File: src/rtl/core/phm_pkg.sv
// Shared types and constants for the peak-hold channel activity monitor.
// No dependencies; used by the config register block and the top level.
package phm_pkg;

    localparam int NUM_CHANNELS_DEF = 128;
    localparam int APB_ADDR_W       = 4;

    localparam logic [12:0] ENERGY_MAX = 13'h1FFF;
    localparam logic [15:0] MS_MAX     = 16'hFFFF;

    localparam logic [12:0] THRESH_RST = 13'd800;
    localparam logic [15:0] HOLD_RST   = 16'd2500;
    localparam logic [15:0] DECAY_RST  = 16'd4000;

    localparam logic CMD_SAMPLE = 1'b0;
    localparam logic CMD_TICK   = 1'b1;

    typedef enum logic [1:0] {
        REG_THRESH = 2'd0,
        REG_HOLD   = 2'd1,
        REG_DECAY  = 2'd2
    } t_reg_idx;

    typedef enum logic [1:0] {
        ST_CLEAR,
        ST_RUN,
        ST_DECAY
    } t_walk_state;

    typedef struct packed {
        logic [12:0] energy_threshold;
        logic [15:0] alert_hold_ms;
        logic [15:0] decay_period_ms;
    } t_cfg;

    typedef struct packed {
        logic       cmd;
        logic [6:0] channel;
        logic [5:0] carrier_count;
        logic       sweep_end;
    } t_in_item;

    typedef struct packed {
        logic [5:0]  peak_level;
        logic [12:0] sweep_energy;
        logic        alert_active;
    } t_out_item;

endpackage

File: src/rtl/core/phm_cfg_regs.sv
// APB-style configuration registers: threshold, alert hold, decay period.
// Depends on phm_pkg (t_cfg, register indexes, reset values).
module phm_cfg_regs (
    input  logic                           i_clk,
    input  logic                           i_rst_n,
    input  logic                           psel,
    input  logic                           penable,
    input  logic                           pwrite,
    input  logic [phm_pkg::APB_ADDR_W-1:0] paddr,
    input  logic [31:0]                    pwdata,
    output logic [31:0]                    prdata,
    output logic                           pready,
    output phm_pkg::t_cfg                  o_cfg
);
    import phm_pkg::*;

    t_cfg     r_cfg;
    t_reg_idx reg_idx;
    logic     wr_en;

    assign reg_idx = t_reg_idx'(paddr[3:2]);
    assign wr_en   = psel && penable && pwrite;
    assign pready  = 1'b1;
    assign o_cfg   = r_cfg;

    always_ff @(posedge i_clk) begin
        if (!i_rst_n) begin
            r_cfg.energy_threshold <= THRESH_RST;
            r_cfg.alert_hold_ms    <= HOLD_RST;
            r_cfg.decay_period_ms  <= DECAY_RST;
        end else if (wr_en) begin
            unique case (reg_idx)
                REG_THRESH: r_cfg.energy_threshold <= pwdata[12:0];
                REG_HOLD:   r_cfg.alert_hold_ms    <= pwdata[15:0];
                REG_DECAY:  r_cfg.decay_period_ms  <= pwdata[15:0];
                default: ;
            endcase
        end
    end

    always_comb begin
        prdata = '0;
        unique case (reg_idx)
            REG_THRESH: prdata = 32'(r_cfg.energy_threshold);
            REG_HOLD:   prdata = 32'(r_cfg.alert_hold_ms);
            REG_DECAY:  prdata = 32'(r_cfg.decay_period_ms);
            default:    prdata = '0;
        endcase
    end

endmodule

File: config.mk
export PLATFORM = sky130hd
export DESIGN_NAME = phm_cfg_regs
export DESIGN_NICKNAME = d
export VERILOG_FILES = /design/src/rtl/core/phm_pkg.sv /design/src/rtl/core/phm_cfg_regs.sv
export SDC_FILE = /design/constraint.sdc
export NUM_CORES = 1
export LEC_CHECK = 0
export ABC_CLOCK_PERIOD_IN_PS = 1200
export BUFFER_PORTS_ARGS = -buffer_cell sky130_fd_sc_hd__buf_2
export CAP_MARGIN = 20
export CORE_MARGIN = 8
export CORE_UTILIZATION = 40
export DETAILED_ROUTE_END_ITERATION = 8
export PLACE_DENSITY = 0.75
export SETUP_SLACK_MARGIN = 0.3
export SYNTH_ARGS = -nofsm -noshare
export SYNTH_HDL_FRONTEND = slang
export SYNTH_SLANG_ARGS = --single-unit
File: constraint.sdc
create_clock -name i_clk -period 1.2 [get_ports i_clk]
set_input_delay 0.24 -clock i_clk [delete_from_list [all_inputs] [get_ports i_clk]]
set_output_delay 0.24 -clock i_clk [all_outputs]
set_load 0.02 [all_outputs]
### After elaboration in Yosys (flattened, before gate mapping)

Index checks and enable logic that the tools add are counted.

| storage, ports and cells | value |
|---|---|
| flip-flop bits (word level) | 45 |
| bits of input ports | 41 |
| output and inout port bits | 78 |
| logic and storage cells | 12 |

| cells by class | value |
|---|---|
| eq/ne operators | 2 |
| multiplexer cells | 1 |
| reductions and logical operators | 6 |

Operator list:

| operator | number |
|---|---|
| 16-bit one-hot mux with 3 select lines | 1 |
| 2-bit AND reduction | 3 |
| 2-bit by 1-bit == test with 1-bit output (second input constant) | 1 |
| 2-bit == test (second input constant) | 1 |
| 1-bit logical AND | 2 |
| 2-bit logical NOT | 1 |

### Longest topological paths before layout

Gate-level depths: netlist of the first run.

| logic depth | value |
|---|---|
| depth in word-level cells | 3 |
| mapped depth | 7 |
| depth with buffers taken out | 3 |

### Worst setup path before layout of the first run

No wires, ideal clock.

| timing path | value |
|---|---|
| path kind | input -> output |
| start point | input port paddr[2] in the netlist's numbering |
| end point | output port prdata[2] |
| arrival | 1.182 ns |
| data required time | 0.960 ns |
| path slack | -0.222 ns |
| stages | 4 |
| buffers on the path | 2 |
| cells stage by stage | buf_6 -> buf_2 -> mux2i_1 -> o21ai_0 |

| on the way | value |
|---|---|
| longest elaborated chain between the ends | 2 |

Ends and longest elaborated chain:

| what | line | source |
|---|---|---|
| start: declaration | phm_cfg_regs.sv:9 | `input logic [phm_pkg::APB_ADDR_W-1:0] paddr,` |
| 2-bit == test, or another cell as far along | phm_cfg_regs.sv:43 | `unique case (reg_idx)` |
| 16-bit one-hot mux with 3 select lines (*) | phm_cfg_regs.sv:43 |  |
| end: declaration | phm_cfg_regs.sv:11 | `output logic [31:0] prdata,` |

Every way passes the cells marked *; elsewhere a longest branch is shown, timed or not.

### Final worst setup path of the first run

| timing path | value |
|---|---|
| start point | input port paddr[2] in the netlist's numbering |
| end point | output port prdata[6] |

Same word-level chain as after synthesis.

==> results of run 1 <==
[worst paths after layout]
path / end / slack [ns]
max: prdata[6] / -0.16
min: o_cfg[43] / 0.19
max reg2reg: o_cfg[11] / 0.37
min reg2reg: o_cfg[29] / 0.48
[cell families after synthesis]
logic type	count (synthesis)
other	2
buffers and inverters	39
AO/OA/AOI/OAI	27
AND/OR/NAND/NOR	86
multiplexers	51
flip-flops	45
[cell usage after synthesis]
master and count:
a21oi_1 8, a22o_1 3, and2_1 1, and2_4 1
and2b_1 1, and3_1 1, buf_1 1, buf_2 5
buf_4 20, buf_6 4, clkbuf_1 6, conb_1 2
dfxtp_1 45, inv_1 3, mux2i_1 51, nand2_1 61
nand2b_1 4, nand3_1 3, nor2_1 1, nor2b_1 12
nor2b_4 1, o211ai_1 1, o211ai_2 2, o21ai_0 13
[stage by stage]
stage | setup TNS (ns) | cells
6_report | -2.16 | 418
5_1_grt | -2.66 | 418
4_1_cts | -1.97 | 417
3_5_place_dp | -5.38 | 403
3_3_place_gp | -4.95 | 403
2_1_floorplan | -0.210 | 265
[critical path, stage by stage]
cell	delay, ns
buf_8	0.10
and2b_4	0.26
buf_12	0.12
buf_12	0.13
nand2_4	0.05
o21ai_4	0.06
buf_6	0.14
[power by group]
part	internal (uW)	total (uW)	switching, uW
Combinational	276	594	318
Clock	828	1370	543
Sequential	1500	1520	22.4
[cell type report]
class	count	area, um^2
clock buffers	5	68.8
clock inverters	3	65.1
fillers	420	1740
inverters	3	11.3
multi-input cells	181	1300
flip-flops and latches	45	980
well taps	72	90.1
repair buffers	109	1180
[what timing repair did]
| action | in CTS | in global routing |
|---|---|---|
| buffers inserted | 4 | 1 |
| gates cloned | 2 | 0 |
| setup endpoints to repair | 93 | 93 |
| hold buffers | 0 | 0 |
| gates resized for setup | 187 | 25 |
| endpoints found under the hold margin | 0 | 0 |
| pin swaps | 8 | 3 |
[per-layer routing]
layer / share of wire / up-vias
met5: 0.0012 / -
met4: 0.0052 / 2
met3: 0.071 / 6
met2: 0.53 / 65
met1: 0.39 / 970
li1: - / 981
==> qor.csv, run 1 <==
metric,value,unit
numCtsBuffers,5,
required,0.96,ns
synth_warnings,0,
coreArea,0.00544,mm^2
globalplace.congestion,0.738,
utilization,0.681,
hold_start,pwdata[11],
synthXorXnorAreaFrac,0,
insertion_delay,0.30,ns
grt_max_degree,51,
area_growth,66.0,%
fin_worst_skew,0,ns
worstRegToRegCells,3,
vias,2024,
timing.fmax,0.737,GHz
worstSetupStartpointType,input port,
path_class,input port to output pin,
yosysSeqAreaShare,0.404,
finalCritPeriodShare,1.13,
min_period,1.36,ns
cp.arrival,1.12,ns
floorplan.rows,27,
setup_ws,-0.157,ns
drc,0,
grt_use_total,0.166,
synth_seq_cells,45,
grtUsageMet2,0.310,
antennaDiodeCount,0,
hp-class,input port to flip-flop,
drtIter0Drc,63,
outcome,finished with violations,
max_cap_violations,0,
hold_viol_final,0,
cts_tree,built,
setup_viol,16,
finalWirelength,6890,um
final_common_cell,buf_6,
ios,119,
nets,386,
yosys-top-cells-area,"dfxtp_1 (40%), mux2i_1 (23%), nand2_1 (10%)",
synthAdderAreaFrac,0,
hold_depth,3,
preCtsSetupSlack,-0.157,ns
grt_use_met3,0.0623,
synthCells,250,
yosys.area.top_type,dfxtp_1,
synth_top_area_share,0.404,
syn_area,0.00223,mm^2
gr-max-usage-layer,met2,
largest_register_ffs,45,
grt_pass1_vias,2258,
cts_root_buf,clkbuf_8,
dp_hpwl,4720,um
synth.avg_cell_area,8.92,um^2
clockBufferDepth,2,
cts_num_sinks,45,
first_pass_iters,4,
dieArea,0.00822,mm^2
use_met1,0.171,
route.antenna.remaining_nets,0,
p_leak,0.00179,uW
finalMaxSlewViolations,0,
fp.dieW,90.7,um
cts_max_level,2,
viasPerCell,4.84,
failed_checks,negative setup slack,
placed_cell_area,0.00288,mm^2
start_util,0.410,
cp_max_fo,6,
wl_per_cell,16.5,um
grt_pass1_wl,11300,um
final_area,0.00370,mm^2
chipHeight,90.7,um
holdWs,0.187,ns
layout_common_cells,"buf_6 (65), mux2i_1 (49), nand2_1 (48)",
end_kind,output pin,
synthSimpleGateAreaFrac,0.175,
r2r-start,o_cfg[11],
globalRouteOverflowTotal,0,
antenna_found_initial,1,
muxShareOfSynthArea,0.229,
yosys.cell_types.count,24,
crit_start,paddr[2],
clk_pin_slew,0.09,ns
place.port_buffers,83,
grt_setup_unrepaired,true,
drive_gt1_frac,0.581,
power.density,941,mW/mm^2
synth_compound_area_frac,0.0735,
power.total,3480,uW
peakVddDrop,0.619,mV
synth_top_family_by_area,multiplexers,
Note: power is estimated with default switching activity, not from simulation.
==> run 2, diff against run 1 <==
--- a/config.mk
+++ b/config.mk
@@ -12,5 +12,5 @@
 export CORE_UTILIZATION = 40
 export DETAILED_ROUTE_END_ITERATION = 8
-export PLACE_DENSITY = 0.75
+export PLACE_DENSITY = 0.84
 export SETUP_SLACK_MARGIN = 0.3
 export SYNTH_ARGS = -nofsm -noshare
==> constraint.sdc (replaced) <==
create_clock -name i_clk -period 1.2 [get_ports i_clk]
set_input_delay 0.24 -clock i_clk [delete_from_list [all_inputs] [get_ports i_clk]]
set_output_delay 0.24 -clock i_clk [all_outputs]
set_load 0.01 [all_outputs]
==> qor.csv, run 2 (same netlist as run 1, synthesis figures left out) <==
metric,value,unit
outcome,finished with violations,
failed_checks,negative setup slack,
p_leak,0.00174,uW
cp.arrival,1.12,ns
peakVddDrop,0.584,mV
min_period,1.36,ns
antenna_found_initial,1,
gr-max-usage-layer,met2,
dp_hpwl,4700,um
path_class,flip-flop to output pin,
wl_per_cell,17.6,um
finalSetupTns,-1.83,ns
cts_tree,built,
floorplan.rows,27,
grt_use_met3,0.0698,
route.antenna.remaining_nets,0,
area_growth,60.3,%
worstSetupStartpointType,flip-flop,
finalMaxSlewViolations,0,
start_util,0.410,
grt_pass1_vias,2255,
finalCritPeriodShare,1.13,
fp.dieW,90.7,um
coreArea,0.00544,mm^2
antennaDiodeCount,0,
ios,119,
largest_register_ffs,45,
drtIter0Drc,58,
grt_use_total,0.163,
nets,392,
use_met1,0.173,
chipHeight,90.7,um
dieArea,0.00822,mm^2
first_pass_iters,4,
end_kind,output pin,
clockBufferDepth,2,
globalRouteOverflowTotal,0,
preCtsSetupSlack,-0.191,ns
required,0.96,ns
layout_common_cells,"buf_6 (53), mux2i_1 (49), nand2_1 (47)",
cts_max_level,2,
hp-class,input port to flip-flop,
globalplace.congestion,0.747,
setup_ws,-0.156,ns
grt_setup_unrepaired,true,
cp_max_fo,3,
insertion_delay,0.28,ns
grt_pass1_wl,11000,um
max_cap_violations,0,
timing.fmax,0.738,GHz
grtUsageMet2,0.287,
fin_worst_skew,0,ns
hold_viol_final,0,
vias,2053,
setup_viol,19,
dp.cells,405,
viasPerCell,4.84,
instances_no_fill,424,
drc,0,
finalWirelength,7470,um
power.density,819,mW/mm^2
cts_root_buf,clkbuf_8,
place.port_buffers,83,
numCtsBuffers,5,
utilization,0.658,
final_common_cell,buf_6,
clk_pin_slew,0.08,ns
grt_max_degree,43,
cts_num_sinks,45,
drive_gt1_frac,0.582,
[run 2: repair_timing]
| item | CTS | global route |
|---|---|---|
| cloned | 0 | 2 |
| hold endpoints to repair | 0 | 0 |
| hold buffers | 0 | 0 |
| setup buffers | 5 | 4 |
| gates resized for setup | 95 | 49 |
| endpoints found under the setup margin | 104 | 92 |
| pin swaps | 2 | 12 |
[run 2: worst paths after layout]
kind | startpoint | endpoint | slack (ns) | cells past startpoint
setup / recovery | o_cfg[26] | prdata[10] | -0.16 | 3
hold / removal | pwdata[11] | o_cfg[43] | 0.19 | 3
setup reg to reg | o_cfg[24] | o_cfg[24] | 0.37 | 3
hold reg to reg | o_cfg[36] | o_cfg[36] | 0.48 | 2
[run 2: metal layers]
metal  share of wire  vias up  wire (um)
li1                -      991          -
met1            0.41      971       3070
met2            0.51       73       3770
met3           0.062       16        463
met4           0.021        2        159
met5          0.0013        -         10
[run 2: metrics by stage]
stage / instance area (um^2) / hold slack, ns / power, uW
after detailed placement: 2880 / 0.459 / 1970
after global routing: 3580 / 0.184 / 3050
after CTS: 3320 / 0.186 / 2900
after floorplan: 2420 / 0.379 / 1850
after global placement: 2880 / 0.457 / 1960
final: 3580 / 0.191 / 2930
[run 2: worst max-delay path: stages (launching register included)]
cell and delay [ns]:
dfxtp_2 0.35, mux2i_1 0.24, o21ai_2 0.09, buf_2 0.15
[run 2: area by class of cell]
type | count | area [um^2]
fillers | 405 | 1860
multi-input cells | 182 | 1300
repair buffers | 114 | 1100
flip-flops and latches | 45 | 987
well taps | 72 | 90.1
clock buffers | 8 | 80.1
inverters | 3 | 11.3
[run 2: power by group]
group,internal [uW],switching (uW),total [uW]
logic,251,266,517
clock network,415,482,897
registers,1490,23.1,1510
==> run 3, diff against run 2 <==
Settings changed: PLACE_DENSITY 0.84 to 0.75.
==> qor.csv, run 3 (same netlist as run 1, synthesis figures left out) <==
metric,value,unit
grt_max_degree,40,
multi_input_area,0.00127,mm^2
setup_viol,16,
clk_pin_slew,0.08,ns
cts_root_buf,clkbuf_8,
place.port_buffers,83,
ios,119,
layout_common_cells,"buf_6 (53), mux2i_1 (48), nand2_1 (48)",
fp.dieW,90.7,um
path_class,input port to output pin,
cts_max_level,2,
cts_num_sinks,45,
grt_setup_unrepaired,true,
required,0.96,ns
switching_share,0.265,
floorplan.rows,27,
vias,2008,
clockPowerShare,0.312,
antennaDiodeCount,0,
intPower,2130,uW
p_comb_frac,0.159,
dieArea,0.00822,mm^2
finalCritPeriodShare,1.06,
seqPwrFrac,0.529,
power.density,841,mW/mm^2
max_cap_violations,0,
p_leak,0.00170,uW
min_period,1.27,ns
clockBufferDepth,2,
finalSetupTns,-0.918,ns
power.switching,767,uW
cts_tree,built,
worstPathCellList,buf_6 -> and2b_4 -> buf_4 -> nand2_2 -> o21ai_2 -> buf_2,
viasPerCell,4.68,
power.total,2900,uW
worstSetupStartpointType,input port,
cp_max_fo,6,
hold_viol_final,0,
use_met1,0.176,
globalRouteOverflowTotal,0,
chipHeight,90.7,um
largest_register_ffs,45,
instances_no_fill,429,
worst-path-buf-inv,3,
grtUsageMet2,0.278,
route.antenna.remaining_nets,0,
failed_checks,negative setup slack,
grt_pass1_wl,10700,um
hp-class,input port to flip-flop,
cts_hold_buf,0,
final_common_cell,buf_6,
outcome,finished with violations,
finalWirelength,6770,um
grt_pass1_vias,2102,
fin_worst_skew,0,ns
dp_hpwl,4630,um
cpPeakStageDelay,0.29,ns
crit_family,buffers and inverters,
critPathSlowestCell,and2b_4,
finalMaxSlewViolations,0,
drtIter0Drc,61,
antenna_found_initial,0,
end_kind,output pin,
first_pass_iters,4,
dp.cells,403,
cp.arrival,1.03,ns
start_util,0.410,
preCtsSetupSlack,-0.172,ns
grt_use_total,0.158,
numCtsBuffers,5,
peakVddDrop,0.502,mV
drive_gt1_frac,0.588,
drc,0,
area_growth,54.5,%
timing.fmax,0.785,GHz
coreArea,0.00544,mm^2
wl_per_cell,15.8,um
globalplace.congestion,0.767,
gr-max-usage-layer,met2,
nets,397,
setup_ws,-0.0732,ns
grt_use_met3,0.0590,
regArea,962,um^2
num-fill-cells,443,
insertion_delay,0.29,ns
[run 3: cell types whose count changed in the layout (fill, tap and decap cells not counted), moves of 4 or more]
cell	delta
dfxtp_4	-10
buf_12	-6
dfxtp_2	+10
nand2_2	+4
buf_4	+13
nand2_4	-5
[run 3: tightest hold or removal path, delay by kind of cell]
family	cells	cell delay, ns
buffers and inverters	1	0.11
AND/OR/NAND/NOR	1	0.05
multiplexers	1	0.05
[run 3: path summary, 6_finish.rpt]
check / slack [ns] / cells past startpoint / to / from
worst max-delay path: -0.07 / 6 / prdata[2] / paddr[2]
worst min-delay path: 0.19 / 3 / o_cfg[39] / pwdata[7]
worst max register to register: 0.31 / 5 / o_cfg[28] / o_cfg[28]
worst min register to register: 0.48 / 2 / o_cfg[17] / o_cfg[17]
[run 3: routing by layer]
layer / share of wire / vias up
li1: - / 1000
met1: 0.42 / 948
met2: 0.52 / 58
met3: 0.062 / 2
met4: 0.0034 / 0
met5: 0 / -
[run 3: power groups by stage]
| stage | Clock (uW) | Combinational [uW] | Sequential, uW |
|---|---|---|---|
| after CTS | 927 | 430 | 1540 |
| after global placement | 0 | 384 | 1560 |
| after detailed placement | 0 | 390 | 1560 |
| after floorplan | 0 | 281 | 1570 |
| final | 904 | 461 | 1530 |
| after global routing | 1000 | 501 | 1540 |
[run 3: final cells by class]
class | instances | share of cell area
flip-flops and latches | 45 | 0.279
clock inverters | 2 | 0.00290
repair buffers | 119 | 0.300
clock buffers | 6 | 0.0211
inverters | 3 | 0.00327
multi-input cells | 182 | 0.368
well taps | 72 | 0.0261
[run 3: repair_timing]
item | CTS | global route
pin swaps | 4 | 8
endpoints found under the setup margin | 103 | 96
resized for setup | 102 | 15
cloned | 1 | 0
endpoints found under the hold margin | 0 | 0
buffers inserted | 6 | 11
[run 3: metrics by stage]
stage / hold slack (ns) / cell area [um^2] / utilization
6_report: 0.192 / 3450 / 0.634
5_1_grt: 0.186 / 3450 / 0.634
4_1_cts: 0.185 / 3310 / 0.608
3_5_place_dp: 0.467 / 2800 / 0.514
3_3_place_gp: 0.454 / 2800 / 0.514
2_1_floorplan: 0.379 / 2420 / -
